`src/dbe_pkg.sv`:
```
package dbe_pkg;

	// Widest parity field and the byte cells that hold it
	localparam int PB_BITS  = 192;
	localparam int PB_CELLS = PB_BITS / 8;
	localparam int CNT_W    = $clog2(PB_CELLS + 1);
	localparam int TAP_W    = 15;
	localparam int POS_W    = 13;

	// Register indexes (paddr bit 2)
	localparam logic REG_CODE_MODE  = 1'b0;
	localparam logic REG_BYTE_COUNT = 1'b1;

	localparam logic [POS_W-1:0] BYTE_COUNT_RST = 13'd2001;

	typedef enum logic [1:0] {
		MODE_NORMAL_T12,
		MODE_NORMAL_T10,
		MODE_NORMAL_T8,
		MODE_SHORT_T12
	} code_mode_t;

	// Per-cell control: shift/divide enable, inside the active width, feedback byte
	typedef struct packed {
		logic       en;
		logic       active;
		logic [7:0] fb;
	} cell_ctl_t;

	localparam logic [16:0] NORMAL_MINPOLY [12] = '{
		17'h1002D, 17'h10173, 17'h10FBD, 17'h15A55, 17'h11F2F, 17'h1F7B5,
		17'h1AF65, 17'h17367, 17'h10EA1, 17'h175A7, 17'h13A2D, 17'h11AE3
	};
	localparam logic [16:0] SHORT_MINPOLY [12] = '{
		17'h0402B, 17'h04941, 17'h04647, 17'h05591, 17'h06B55, 17'h06389,
		17'h06CE5, 17'h04F21, 17'h0460F, 17'h05A49, 17'h05811, 17'h065EF
	};

	// Parity bytes of a codeword for each mode
	function automatic logic [CNT_W-1:0] parity_bytes(input code_mode_t mode);
		logic [CNT_W-1:0] n;
		case (mode)
			MODE_NORMAL_T12: n = CNT_W'(24);
			MODE_NORMAL_T10: n = CNT_W'(20);
			MODE_NORMAL_T8:  n = CNT_W'(16);
			MODE_SHORT_T12:  n = CNT_W'(21);
			default:         n = CNT_W'(24);
		endcase
		return n;
	endfunction

	// Generator taps: product of the minimal polynomials, top term dropped
	function automatic logic [PB_BITS-1:0] bch_gen(input code_mode_t mode);
		logic [PB_BITS+15:0] p;
		logic [PB_BITS+15:0] r;
		logic [16:0]         m;
		int                  nf;
		int                  nb;
		nf = (mode == MODE_NORMAL_T10) ? 10 : ((mode == MODE_NORMAL_T8) ? 8 : 12);
		nb = 8 * int'(parity_bytes(mode));
		p = '0;
		p[0] = 1'b1;
		for (int i = 0; i < 12; i++) begin
			if (i < nf) begin
				m = (mode == MODE_SHORT_T12) ? SHORT_MINPOLY[i] : NORMAL_MINPOLY[i];
				r = '0;
				for (int k = 0; k < 17; k++) begin
					if (m[k])
						r = r ^ (p << k);
				end
				p = r;
			end
		end
		for (int b = 0; b < PB_BITS + 16; b++) begin
			if (b >= nb)
				p[b] = 1'b0;
		end
		return p[PB_BITS-1:0];
	endfunction

	localparam logic [PB_BITS-1:0] GEN_N12 = bch_gen(MODE_NORMAL_T12);
	localparam logic [PB_BITS-1:0] GEN_N10 = bch_gen(MODE_NORMAL_T10);
	localparam logic [PB_BITS-1:0] GEN_N8  = bch_gen(MODE_NORMAL_T8);
	localparam logic [PB_BITS-1:0] GEN_S12 = bch_gen(MODE_SHORT_T12);

endpackage

```
`src/dvbs2_bch_encoder.sv`:
```
// DVB-S2 outer BCH encoder, systematic, byte wide. Message bytes enter on
// s_tdata MSB first, one per cycle unless stalled, and come out unchanged
// on m_tdata with m_tuser low. After data_byte_count bytes the remainder
// follows as 24, 20, 16 or 21 parity bytes (normal t=12, t=10, t=8, short
// t=12) with m_tuser high and m_tlast on the final one; s_tready stays low
// for those cycles, since the output port carries one byte per cycle. The
// remainder lives in a chain of 24 byte cells that divide a byte per cycle
// and shift the parity out. Write code_mode (0x0) and data_byte_count
// (0x4) only between transactions; a count of 0 means 8192 bytes.
module dvbs2_bch_encoder (
	input  logic        clk,
	input  logic        arst_n,
	// message in
	input  logic        s_tvalid,
	output logic        s_tready,
	input  logic [7:0]  s_tdata,   // [7:0] data_byte
	// codeword out
	output logic        m_tvalid,
	input  logic        m_tready,
	output logic [7:0]  m_tdata,   // [7:0] out_byte
	output logic        m_tuser,   // [0] is_parity
	output logic        m_tlast,   // frame_last
	// configuration
	input  logic        psel,
	input  logic        penable,
	input  logic        pwrite,
	input  logic [2:0]  paddr,
	input  logic [31:0] pwdata,
	output logic [31:0] prdata,
	output logic        pready
);
	import dbe_pkg::*;

	code_mode_t         mode_q;
	logic [POS_W-1:0]   count_q;
	logic [POS_W-1:0]   pos_q;
	logic [CNT_W-1:0]   emit_q;
	logic               out_valid_q;
	logic [7:0]         out_byte_q;
	logic               out_par_q;
	logic               out_last_q;

	logic [PB_BITS-1:0] gen;
	logic [PB_BITS+6:0] gen_x;
	logic [7:0]         top_byte;
	logic [7:1]         g_top;
	logic [CNT_W-1:0]   nbytes;
	logic [7:0]         fb;
	logic [7:0]         cell_q [PB_CELLS];
	cell_ctl_t          ctl [PB_CELLS];

	logic               slot_free;
	logic               emitting;
	logic               accept_in;
	logic               emit_step;
	logic [POS_W-1:0]   pos_next;
	logic               frame_end;
	logic               cfg_wr;

	assign slot_free = !out_valid_q || m_tready;
	assign emitting  = (emit_q != '0);
	assign s_tready  = !emitting && slot_free;
	assign accept_in = s_tvalid && s_tready;
	assign emit_step = emitting && slot_free;
	assign pos_next  = pos_q + POS_W'(1);
	assign frame_end = (pos_next == count_q);

	// Select generator, top cell and the generator's top bits for the mode
	always_comb begin
		case (mode_q)
			MODE_NORMAL_T12: begin
				gen      = GEN_N12;
				top_byte = cell_q[23];
				g_top    = GEN_N12[191:185];
			end
			MODE_NORMAL_T10: begin
				gen      = GEN_N10;
				top_byte = cell_q[19];
				g_top    = GEN_N10[159:153];
			end
			MODE_NORMAL_T8: begin
				gen      = GEN_N8;
				top_byte = cell_q[15];
				g_top    = GEN_N8[127:121];
			end
			MODE_SHORT_T12: begin
				gen      = GEN_S12;
				top_byte = cell_q[20];
				g_top    = GEN_S12[167:161];
			end
			default: begin
				gen      = GEN_N12;
				top_byte = cell_q[23];
				g_top    = GEN_N12[191:185];
			end
		endcase
	end

	assign nbytes = parity_bytes(mode_q);
	assign gen_x  = {gen, 7'b0};

	dbe_fb u_fb (
		.top_byte  (top_byte),
		.data_byte (s_tdata),
		.g_top     (g_top),
		.fb        (fb)
	);

	// Cell chain: divide on a message byte, plain shift while emitting parity
	for (genvar k = 0; k < PB_CELLS; k++) begin : g_cell
		logic [7:0] prev;

		assign ctl[k].en     = accept_in || emit_step;
		assign ctl[k].active = (CNT_W'(k) < nbytes);
		assign ctl[k].fb     = accept_in ? fb : 8'h00;

		if (k == 0) begin : g_first
			assign prev = 8'h00;
		end else begin : g_rest
			assign prev = cell_q[k-1];
		end

		dbe_cell u_cell (
			.clk       (clk),
			.arst_n    (arst_n),
			.ctl       (ctl[k]),
			.prev_byte (prev),
			.taps      (gen_x[8*k+14 -: TAP_W]),
			.q         (cell_q[k])
		);
	end

	// Count message bytes and parity bytes still owed
	always_ff @(posedge clk or negedge arst_n) begin
		if (!arst_n) begin
			pos_q  <= '0;
			emit_q <= '0;
		end else begin
			if (accept_in)
				pos_q <= frame_end ? '0 : pos_next;
			if (accept_in && frame_end)
				emit_q <= nbytes;
			else if (emit_step)
				emit_q <= emit_q - CNT_W'(1);
		end
	end

	// Output register valid
	always_ff @(posedge clk or negedge arst_n) begin
		if (!arst_n) begin
			out_valid_q <= 1'b0;
		end else if (accept_in || emit_step) begin
			out_valid_q <= 1'b1;
		end else if (m_tready) begin
			out_valid_q <= 1'b0;
		end
	end

	// Output register payload
	always_ff @(posedge clk) begin
		if (accept_in) begin
			out_byte_q <= s_tdata;
			out_par_q  <= 1'b0;
			out_last_q <= 1'b0;
		end else if (emit_step) begin
			out_byte_q <= top_byte;
			out_par_q  <= 1'b1;
			out_last_q <= (emit_q == CNT_W'(1));
		end
	end

	assign m_tvalid = out_valid_q;
	assign m_tdata  = out_byte_q;
	assign m_tuser  = out_par_q;
	assign m_tlast  = out_last_q;

	// Configuration registers
	assign pready = 1'b1;
	assign cfg_wr = psel && penable && pwrite;

	always_ff @(posedge clk or negedge arst_n) begin
		if (!arst_n) begin
			mode_q  <= MODE_NORMAL_T12;
			count_q <= BYTE_COUNT_RST;
		end else if (cfg_wr) begin
			case (paddr[2])
				REG_CODE_MODE:  mode_q  <= code_mode_t'(pwdata[1:0]);
				REG_BYTE_COUNT: count_q <= pwdata[POS_W-1:0];
				default:        mode_q  <= mode_q;
			endcase
		end
	end

	// Read back; unaligned addresses read zero
	always_comb begin
		prdata = '0;
		if (paddr[1:0] == 2'b00) begin
			case (paddr[2])
				REG_CODE_MODE:  prdata = {30'b0, mode_q};
				REG_BYTE_COUNT: prdata = {{(32-POS_W){1'b0}}, count_q};
				default:        prdata = '0;
			endcase
		end
	end

endmodule

```
`src/dbe_fb.sv`:
```
module dbe_fb (
	input  logic [7:0] top_byte,
	input  logic [7:0] data_byte,
	input  logic [7:1] g_top,
	output logic [7:0] fb
);
	import dbe_pkg::*;

	logic [7:0] fbv;
	logic       acc;

	// Feedback of eight serial division steps, bit 7 of the data first;
	// fbv[j] multiplies the generator shifted up by j
	always_comb begin
		fbv = '0;
		acc = 1'b0;
		for (int b = 0; b < 8; b++) begin
			acc = top_byte[7-b] ^ data_byte[7-b];
			for (int c = 0; c < 8; c++) begin
				if (c < b)
					acc = acc ^ (fbv[7-c] & g_top[8-b+c]);
			end
			fbv[7-b] = acc;
		end
	end

	assign fb = fbv;

endmodule

```
`src/dbe_cell.sv`:
```
module dbe_cell (
	input  logic              clk,
	input  logic              arst_n,
	input  dbe_pkg::cell_ctl_t ctl,
	input  logic [7:0]        prev_byte,
	input  logic [14:0]       taps,
	output logic [7:0]        q
);
	import dbe_pkg::*;

	logic [7:0]       contrib;
	logic [TAP_W-1:0] taps_w;
	logic [7:0]       q_q;

	assign taps_w = taps;

	// XOR in the generator window for each feedback bit
	always_comb begin
		contrib = '0;
		for (int i = 0; i < 8; i++) begin
			for (int j = 0; j < 8; j++) begin
				contrib[i] = contrib[i] ^ (ctl.fb[j] & taps_w[i-j+7]);
			end
		end
	end

	// Take the neighbor's byte XOR the generator terms; cells above the code width read as zero
	always_ff @(posedge clk or negedge arst_n) begin
		if (!arst_n) begin
			q_q <= '0;
		end else if (ctl.en) begin
			q_q <= ctl.active ? (prev_byte ^ contrib) : 8'h00;
		end
	end

	assign q = q_q;

endmodule

```
`config.mk`:
```
export PLATFORM = sky130hd
export DESIGN_NAME = dvbs2_bch_encoder
export DESIGN_NICKNAME = d
export VERILOG_FILES = /design/src/dbe_pkg.sv /design/src/dvbs2_bch_encoder.sv /design/src/dbe_fb.sv /design/src/dbe_cell.sv
export SDC_FILE = /design/constraint.sdc
export NUM_CORES = 1
export LEC_CHECK = 0
export BUFFER_PORTS_ARGS = -buffer_cell sky130_fd_sc_hd__clkbuf_2
export CAP_MARGIN = 20
export CORE_ASPECT_RATIO = 1.2
export CORE_UTILIZATION = 25
export CTS_BUF_LIST = sky130_fd_sc_hd__clkbuf_4 sky130_fd_sc_hd__clkbuf_8 sky130_fd_sc_hd__clkbuf_16
export CTS_CLUSTER_DIAMETER = 30
export DETAILED_ROUTE_END_ITERATION = 12
export SYNTH_ARGS = -nofsm -noshare
export SYNTH_HDL_FRONTEND = slang
export SYNTH_SLANG_ARGS = --single-unit
```
`constraint.sdc`:
```
create_clock -name clk -period 5.2 [get_ports clk]
set_input_delay 1.04 -clock clk [delete_from_list [all_inputs] [get_ports clk]]
set_output_delay 1.04 -clock clk [all_outputs]
set_load 0.02 [all_outputs]
```
==> results of run 1 <==
## flip-flops by register name, summed over array words and instances, names as in the netlist
name	count
m_tdata	8
pos_q	13
emit_q	5
m_tvalid	1
m_tuser	1
m_tlast	1
count_q	13
g_cell.u_cell.q	192
mode_q	2
## kinds of logic after synthesis
family | Yosys count | share of synthesized area, %
flip-flops | 236 | 27.2
AO/OA/AOI/OAI | 413 | 11.5
XOR/XNOR | 975 | 40.5
AND/OR/NAND/NOR | 744 | 14.6
other | 2 | 0.0344
buffers and inverters | 180 | 3.55
multiplexers | 43 | 2.08
adder cells (fa/ha/maj) | 10 | 0.573
## what timing repair did
action                                  CTS  global route
endpoints found under the setup margin    0            62
gates resized for setup                   0             6
setup buffers                             0             2
## power by group through the flow
stage | registers, W | clock network (W) | logic [W]
6_report | 0.00335 | 0.00438 | 0.0158
3_3_place_gp | 0.00334 | 0 | 0.0151
2_1_floorplan | 0.00312 | 0 | 0.00915
5_1_grt | 0.00343 | 0.00454 | 0.0165
3_5_place_dp | 0.00335 | 0 | 0.0151
4_1_cts | 0.00334 | 0.00443 | 0.0152
## path summary, 6_finish.rpt
| path | start | end | slack, ps | depth (start not counted) |
|---|---|---|---|---|
| setup / recovery | mode_q[1] | g_cell[7].u_cell.q[1] | 180 | 13 |
| hold / removal | arst_n | g_cell[0].u_cell.q[7] | 390 | 1 |
| setup reg to reg | mode_q[1] | g_cell[7].u_cell.q[1] | 180 | 13 |
| hold reg to reg | m_tlast | m_tlast | 460 | 2 |
| max in group asynchronous | arst_n | g_cell[4].u_cell.q[4] | 3670 | 2 |
| min in group clk | m_tlast | m_tlast | 460 | 2 |
## through the flow
step	hold WS, ps	power, W
CTS	420	0.0230
floorplan	450	0.0123
global route	447	0.0244
finish	389	0.0235
detailed placement	457	0.0185
global placement	444	0.0185
## layer usage
layer	up-vias	global-route usage, %	share of wire (%)
li1	9243	-	-
met1	10087	30.0	39
met2	1142	37.7	44
met3	357	4.91	8.2
met4	0	18.7	9.0
met5	-	0	0
## cells in the final DEF, fill, tap and decap left out, types with 9 or more instances in the layout
master | synthesis | routed
and3_1 | 10 | 10
clkbuf_2 | 0 | 54
xnor2_1 | 816 | 812
o21ai_0 | 140 | 140
inv_1 | 12 | 11
clkbuf_16 | 0 | 73
nand2b_1 | 11 | 11
buf_4 | 22 | 354
mux2i_1 | 24 | 24
nor3_1 | 54 | 54
xnor3_1 | 14 | 14
buf_12 | 0 | 15
dfrtp_1 | 219 | 219
o31ai_1 | 21 | 21
a21oi_1 | 121 | 120
a211oi_1 | 18 | 18
conb_1 | 2 | 20
mux2_2 | 19 | 19
clkinv_2 | 0 | 12
o22ai_1 | 12 | 12
clkbuf_8 | 0 | 17
nand2_1 | 258 | 257
and2_1 | 19 | 18
o21ai_1 | 9 | 9
nor2_1 | 301 | 300
a22oi_1 | 11 | 10
xor2_1 | 135 | 134
nand3_1 | 35 | 35
or3_1 | 11 | 11
nor2_2 | 9 | 9
## final cells by class
type,instances,area share [%]
Inverter,15,0.207
Sequential cell,236,21.0
Timing Repair Buffer,425,11.5
Clock inverter,30,1.09
Tap cell,1140,5.03
Antenna cell,1,0.00882
Clock buffer,96,7.42
Multi-Input combinational cell,2205,53.8
## worst max-delay path, stage by stage, from the launching register on
cell and delay (ps):
dfrtp_1 510, ha_1 490, a22oi_1 190, mux2i_1 240, or2_1 380, nor2_1 360
a22oi_1 160, xnor2_1 350, xnor3_2 470, xnor2_4 280, buf_4 240, nor3_1 900
xnor2_1 200, a21oi_1 80
==> results.sh, run 1 <==
export IMPL_status="complete, no violations"
export IMPL_fin_cells=4148
export IMPL_cts_tree="built"
export IMPL_htreeDepth=3
export IMPL_num_vias=20829
export IMPL_postLayoutSetupSlackWorst_ps=178
export IMPL_fmax_mhz=199
export IMPL_dp_cells=4017
export IMPL_p_per_area_nw_per_um2=828
export IMPL_finalClockSkew_ps=17.4
export IMPL_coreArea_um2=86400
export IMPL_grt_use_total_pct=24.5
export IMPL_numClockSinks=236
export IMPL_max_slew_margin_rel_pct=19.1
export IMPL_async_reset_ff_share_pct=95.8
export IMPL_synth_enable_flop_cells=8
export IMPL_die_w_um=272
export IMPL_synth_area_leaders="xnor2_1 (33%), dfrtp_1 (25%), xor2_1 (5.4%)"
export IMPL_grt_pass1_vias=20114
export IMPL_worstHoldPathType="input port to async pin"
export IMPL_dr_pass1_iters=5
export IMPL_p_clk_share_pct=18.6
export IMPL_multi_input_area_um2=15300
export IMPL_cts_root_buf="clkbuf_16"
export IMPL_p_leak_nw=10.9
export IMPL_rsz0062_at_grt="false"
export IMPL_preCtsSetupSlack_ps=88.3
export IMPL_routed_wl_mm=109
export IMPL_crit_fanout=9
export IMPL_path_class="flop to flop"
export IMPL_yosys_top_cells_count="xnor2_1 (816), nor2_1 (301), nand2_1 (258), dfrtp_1 (219), o21ai_0 (140)"
export IMPL_period_share_pct=96.6
export IMPL_synth_most_common_cell="xnor2_1"
export IMPL_maxSlewViolCount=0
export IMPL_io_pin_count=95
export IMPL_comb_power_share_pct=67.1
export IMPL_die_y_um=326
export IMPL_synth_top_area_cell="xnor2_1"
export IMPL_syn_avg_cell_area_um2=8.39
export IMPL_seq_area_um2=5940
export IMPL_grt_max_degree=136
export IMPL_clock_latency_ps=620
export IMPL_num_nets_final=3014
export IMPL_portBuffers=55
export IMPL_clockBufferDepth=3
export IMPL_syn_inst=2603
export IMPL_start_util_pct=25.3
export IMPL_swShare_pct=47.3
export IMPL_syn_cell_area_um2=21800
export IMPL_stdcell_area_um2=28400
export IMPL_fin_crit_ps=5020
export IMPL_setup_viol=0
export IMPL_drtIter0Drc=2447
export IMPL_crit_arrival_ps=5480
export IMPL_layout_drive_gt1_share_pct=20.9
export IMPL_numCtsBuffers=71
export IMPL_vias_per_cell=5.02
export IMPL_synth_cell_types=81
export IMPL_num_rows=118
export IMPL_ys_flop_type="dfrtp_1"
export IMPL_ys_ff_latch=236
export IMPL_synth_top_area_share_pct=32.7
export IMPL_dpl_instance_area_um2=25900
export IMPL_p_int_w=0.0124
export IMPL_worstPathRequired_ps=5660
export IMPL_peakVddDrop_v=0.000721
export IMPL_hold_viol=0
export IMPL_dpl_hpwl_mm=82.2
export IMPL_synth_warnings=0
export IMPL_timing_setup_tns_ps=0
export IMPL_crit_path_end_kind="flop"
export IMPL_yosysSeqAreaShare_pct=27.2
export IMPL_pwr_share_seq_pct=14.3
export IMPL_avgRoutedWirePerCell_um=26.2
export IMPL_cap_violations=0
export IMPL_areaGrowthSynthToFinish_pct=30.0
export IMPL_holdBufCountCts=0
export IMPL_worstMarginPinSlew_ps=1210
export IMPL_antenna_left=0
export IMPL_fin_util_pct=32.8
export IMPL_path_clk_slew_ps=50
export IMPL_crit_path_start_kind="flop"
export IMPL_gr_total_overflow=0
export IMPL_dieArea_um2=88500
export IMPL_n_fill_cell=9078
export IMPL_place_congestion=1.06
export IMPL_antenna_found_initial=1
export IMPL_grt_pass1_wl_mm=153
export IMPL_switchingPower_w=0.0111
export IMPL_drc=0
(Power assumes the default switching activity.)
==> run 2, diff against run 1 <==
--- a/config.mk
+++ b/config.mk
@@ -7,7 +7,7 @@
 export LEC_CHECK = 0
 export BUFFER_PORTS_ARGS = -buffer_cell sky130_fd_sc_hd__clkbuf_2
 export CAP_MARGIN = 20
-export CORE_ASPECT_RATIO = 1.2
+export CORE_ASPECT_RATIO = 2
 export CORE_UTILIZATION = 25
 export CTS_BUF_LIST = sky130_fd_sc_hd__clkbuf_4 sky130_fd_sc_hd__clkbuf_8 sky130_fd_sc_hd__clkbuf_16
 export CTS_CLUSTER_DIAMETER = 30
==> results.sh, run 2 (synthesis gave the netlist of run 1 again) <==
export IMPL_grt_max_degree=136
export IMPL_grt_pass1_vias=21146
export IMPL_routed_wl_mm=136
export IMPL_io_pin_count=95
export IMPL_dr_pass1_iters=7
export IMPL_peakVddDrop_v=0.000738
export IMPL_crit_fanout=11
export IMPL_status="finished, violations left"
export IMPL_cts_tree="built"
export IMPL_hold_viol=0
export IMPL_num_nets_final=3087
export IMPL_grt_pass1_wl_mm=182
export IMPL_finalClockSkew_ps=25.8
export IMPL_p_per_area_nw_per_um2=843
export IMPL_die_w_um=211
export IMPL_grt_use_total_pct=30.9
export IMPL_maxSlewViolCount=0
export IMPL_gr_total_overflow=0
export IMPL_antenna_left=0
export IMPL_rsz0062_at_grt="false"
export IMPL_worstPathRequired_ps=5700
export IMPL_violations="setup timing"
export IMPL_crit_path_start_kind="flop"
export IMPL_setup_viol=1
export IMPL_crit_path_end_kind="flop"
export IMPL_holdBufCountCts=0
export IMPL_num_rows=152
export IMPL_regToRegSetupSlack_ps=-4
export IMPL_timing_setup_tns_ps=-4.07
export IMPL_stdcell_area_um2=28600
export IMPL_final_cell_mix="xnor2_1 (812), buf_4 (447), nor2_1 (298)"
export IMPL_worstHoldPathType="input port to async pin"
export IMPL_fin_crit_ps=5200
export IMPL_max_slew_margin_rel_pct=32.8
export IMPL_finalPower_w=0.0241
export IMPL_path_clk_slew_ps=60
export IMPL_layout_drive_gt1_share_pct=22.5
export IMPL_hold_slack_ps=408
export IMPL_period_share_pct=100
export IMPL_portBuffers=55
export IMPL_fin_util_pct=33.2
export IMPL_num_vias=21431
export IMPL_cts_root_buf="clkbuf_16"
export IMPL_drtIter0Drc=2168
export IMPL_ff2ff_path_depth=16
export IMPL_dieArea_um2=88600
export IMPL_cap_violations=0
export IMPL_clockBufferDepth=3
export IMPL_numClockSinks=236
export IMPL_numCtsBuffers=50
export IMPL_dpl_instance_area_um2=26700
export IMPL_p_leak_nw=11.1
export IMPL_die_y_um=420
export IMPL_clock_latency_ps=640
export IMPL_drc=0
export IMPL_path_class="flop to flop"
export IMPL_fmax_mhz=192
export IMPL_largest_reg_flops=192
export IMPL_dpl_hpwl_mm=101
export IMPL_worstMarginPinSlew_ps=1010
export IMPL_place_congestion=1.08
export IMPL_crit_arrival_ps=5700
export IMPL_coreArea_um2=86200
export IMPL_antenna_found_initial=1
export IMPL_areaGrowthSynthToFinish_pct=30.9
export IMPL_vias_per_cell=5.07
export IMPL_avgRoutedWirePerCell_um=32.1
export IMPL_start_util_pct=25.3
export IMPL_htreeDepth=2
export IMPL_postLayoutSetupSlackWorst_ps=-4.07
export IMPL_final_common_cell="xnor2_1"
-- run 2: cell type report --
cell class / instances / area, um^2
inverter: 15 / 58.8
tap: 1155 / 1450
clock buffer: 56 / 1360
sequential: 236 / 5940
fill: 9159 / 57600
antenna: 3 / 7.51
timing repair buffer: 519 / 3980
clock inverter: 37 / 464
multi-input combinational: 2205 / 15300
-- run 2: power by group --
part | switching [W] | total, W | internal [W]
registers | 0.000803 | 0.00343 | 0.00262
clock network | 0.00133 | 0.00361 | 0.00227
logic | 0.0100 | 0.0171 | 0.00702
-- run 2: worst paths after layout --
path	to	startpoint
max	g_cell[17].u_cell.q[7]	mode_q[0]
min	g_cell[6].u_cell.q[3]	arst_n
max reg2reg	g_cell[17].u_cell.q[7]	mode_q[0]
min reg2reg	m_tlast	m_tlast
max in group asynchronous	g_cell[13].u_cell.q[4]	arst_n
min in group clk	m_tlast	m_tlast
-- run 2: metrics by stage --
stage / worst slack, ps / cells
6_report: -4.07 / 4226
5_1_grt: 6.68 / 4223
4_1_cts: 119 / 4223
3_5_place_dp: 59.5 / 4130
3_3_place_gp: 129 / 4130
2_1_floorplan: 690 / 2621
-- run 2: worst max-delay path, stage by stage (launching register included) --
cell     delay, ps
dfrtp_1        470
ha_1           430
a22oi_1        480
mux2i_1        180
buf_4          190
nor3_1         230
buf_4          290
xnor3_1        370
buf_4          230
nor2_1         130
xor2_1         740
xor2_1         190
nand2_1        310
xnor2_1        400
xnor2_1        170
xnor2_1        140
o21ai_0         90
-- run 2: layer usage --
layer / vias up / routed length (um) / GRT usage (%)
li1: 9386 / - / -
met1: 10449 / 44100 / 30.5
met2: 1123 / 66000 / 53.0
met3: 471 / 8110 / 5.09
met4: 2 / 17400 / 32.5
met5: - / 13 / 0
-- run 2: timing repair --
| item | in CTS | in global routing |
|---|---|---|
| endpoints found under the hold margin | 0 | 0 |
| setup endpoints to repair | 0 | 24 |
| buffers inserted | 0 | 0 |
| gates resized for setup | 0 | 10 |
==> run 3, diff against run 2 <==
==> constraint.sdc (replaced) <==
create_clock -name clk -period 5.2 [get_ports clk]
set_input_delay 0 -clock clk [delete_from_list [all_inputs] [get_ports clk]]
set_output_delay 0 -clock clk [all_outputs]
set_load 0.02 [all_outputs]
==> results.sh, run 3 (synthesis gave the netlist of run 1 again) <==
export IMPL_maxSlewViolCount=0
export IMPL_switchingPower_w=0.0124
export IMPL_dpl_hpwl_mm=104
export IMPL_dr_pass1_iters=5
export IMPL_startpoint="mode_q[1]"
export IMPL_hold_viol=0
export IMPL_crit_fanout=11
export IMPL_coreArea_um2=86200
export IMPL_clockBufferDepth=3
export IMPL_antenna_cells=0
export IMPL_num_nets_final=3068
export IMPL_crit_buf_inv=8
export IMPL_finalPower_w=0.0242
export IMPL_p_per_area_nw_per_um2=848
export IMPL_num_rows=152
export IMPL_io_pin_count=95
export IMPL_htreeDepth=2
export IMPL_fmax_mhz=200
export IMPL_place_congestion=1.04
export IMPL_gr_total_overflow=0
export IMPL_timing_setup_tns_ps=0
export IMPL_fin_util_pct=33.2
export IMPL_start_util_pct=25.3
export IMPL_max_slew_margin_rel_pct=26.7
export IMPL_drtIter0Drc=1840
export IMPL_grt_pass1_wl_mm=186
export IMPL_fin_crit_ps=5000
export IMPL_p_int_w=0.0118
export IMPL_cp_cell_sequence="inv_1 > ha_1 > buf_4 > a222oi_1 > buf_4 > a21oi_1 > xnor2_1 > xnor3_1 > buf_4 > xor2_4 > buf_12 > buf_4 > nor2_1 > buf_12 > xnor2_1 > xnor2_1 > xnor2_1 > buf_4 > xnor2_1 > o221ai_1"
export IMPL_die_y_um=420
export IMPL_swShare_pct=51.2
export IMPL_numClockSinks=236
export IMPL_p_clk_share_pct=15.5
export IMPL_numCtsBuffers=55
export IMPL_crit_path_start_kind="flop"
export IMPL_grt_max_degree=135
export IMPL_cts_setup_buffers=0
export IMPL_antenna_found_initial=1
export IMPL_p_leak_nw=11.0
export IMPL_grt_use_total_pct=31.6
export IMPL_slowest_stage="dfrtp_1"
export IMPL_antenna_left=0
export IMPL_min_from="pwdata[7]"
export IMPL_critPathTopFamily="XOR/XNOR gates"
export IMPL_dieArea_um2=88600
export IMPL_rsz0062_at_grt="false"
export IMPL_num_vias=21305
export IMPL_areaGrowthSynthToFinish_pct=31.0
export IMPL_portBuffers=55
export IMPL_worstHoldPathType="input port to flop"
export IMPL_final_cell_mix="xnor2_1 (809), buf_4 (394), nor2_1 (296)"
export IMPL_pwr_share_seq_pct=14.1
export IMPL_routed_wl_mm=138
export IMPL_die_w_um=211
export IMPL_layout_drive_gt1_share_pct=21.4
export IMPL_comb_power_share_pct=70.4
export IMPL_setup_viol=0
export IMPL_path_class="flop to flop"
export IMPL_cpPeakStageDelay_ps=460
export IMPL_cts_root_buf="clkbuf_16"
export IMPL_cap_violations=0
export IMPL_cts_tree="built"
export IMPL_worstPathRequired_ps=5680
export IMPL_final_common_cell="xnor2_1"
export IMPL_clock_latency_ps=660
export IMPL_vias_per_cell=5.06
export IMPL_period_share_pct=96.2
export IMPL_avgRoutedWirePerCell_um=32.8
export IMPL_crit_arrival_ps=5480
export IMPL_worstMarginPinSlew_ps=1100
export IMPL_grt_pass1_vias=21594
export IMPL_largest_reg_flops=192
export IMPL_path_clk_slew_ps=60
export IMPL_peakVddDrop_v=0.000745
export IMPL_drc=0
export IMPL_r2r_start="mode_q[1]"
export IMPL_crit_path_end_kind="flop"
export IMPL_status="complete, no violations"
export IMPL_finalClockSkew_ps=20.4
## run 3: layer usage
metal  GRT usage (%)  vias to the layer above  routed length, um
met5               0                        -                  0
met4            32.6                        0              17600
met3            4.99                      487               7240
met2            55.5                     1017              68400
met1            30.5                    10469              44900
li1                -                     9332                  -
## run 3: final timing paths
path	endpoint	slack, ps	cells past startpoint
max in group asynchronous	g_cell[10].u_cell.q[5]	3330	4
worst min-delay path	count_q[7]	120	3
worst max register to register	g_cell[4].u_cell.q[1]	200	20
worst max-delay path	g_cell[4].u_cell.q[1]	200	20
worst min register to register	m_tlast	470	2
min in group asynchronous	g_cell[5].u_cell.q[2]	440	3
## run 3: what timing repair did
| action | in CTS | in global routing |
|---|---|---|
| endpoints found under the hold margin | 103 | 8 |
| hold buffers | 27 | 1 |
| resized for setup | 0 | 13 |
| endpoints found under the setup margin | 0 | 26 |
## run 3: layout make-up
class                   instances  area (um^2)
fillers                      9098        57600
multi-input cells            2205        15300
flip-flops and latches        236         5940
repair buffers                495         3880
clock buffers                  64         1520
well taps                    1155         1450
clock inverters                38          413
inverters                      15         58.8
## run 3: power by group through the flow
stage,Clock [W],Combinational (W),Sequential (W)
after floorplan,0,0.00915,0.00312
after global placement,0,0.0163,0.00340
after detailed placement,0,0.0163,0.00342
after CTS,0.00378,0.0164,0.00339
after global routing,0.00386,0.0176,0.00349
final,0.00375,0.0171,0.00343
## run 3: stage by stage
stage	hold slack, ps	area (um^2)	std cells	setup WS [ps]
final	124	28600	4208	196
after global routing	120	28600	4208	15.9
after CTS	1.61	28500	4207	96.6
after detailed placement	56.8	26300	4078	167
after global placement	60.7	26300	4078	171
after floorplan	-296	21900	2621	773
## run 3: tightest hold or removal path: stages
cell	delay [ps]
dlygate4sd3_1	520
clkbuf_2	100
mux2_2	130
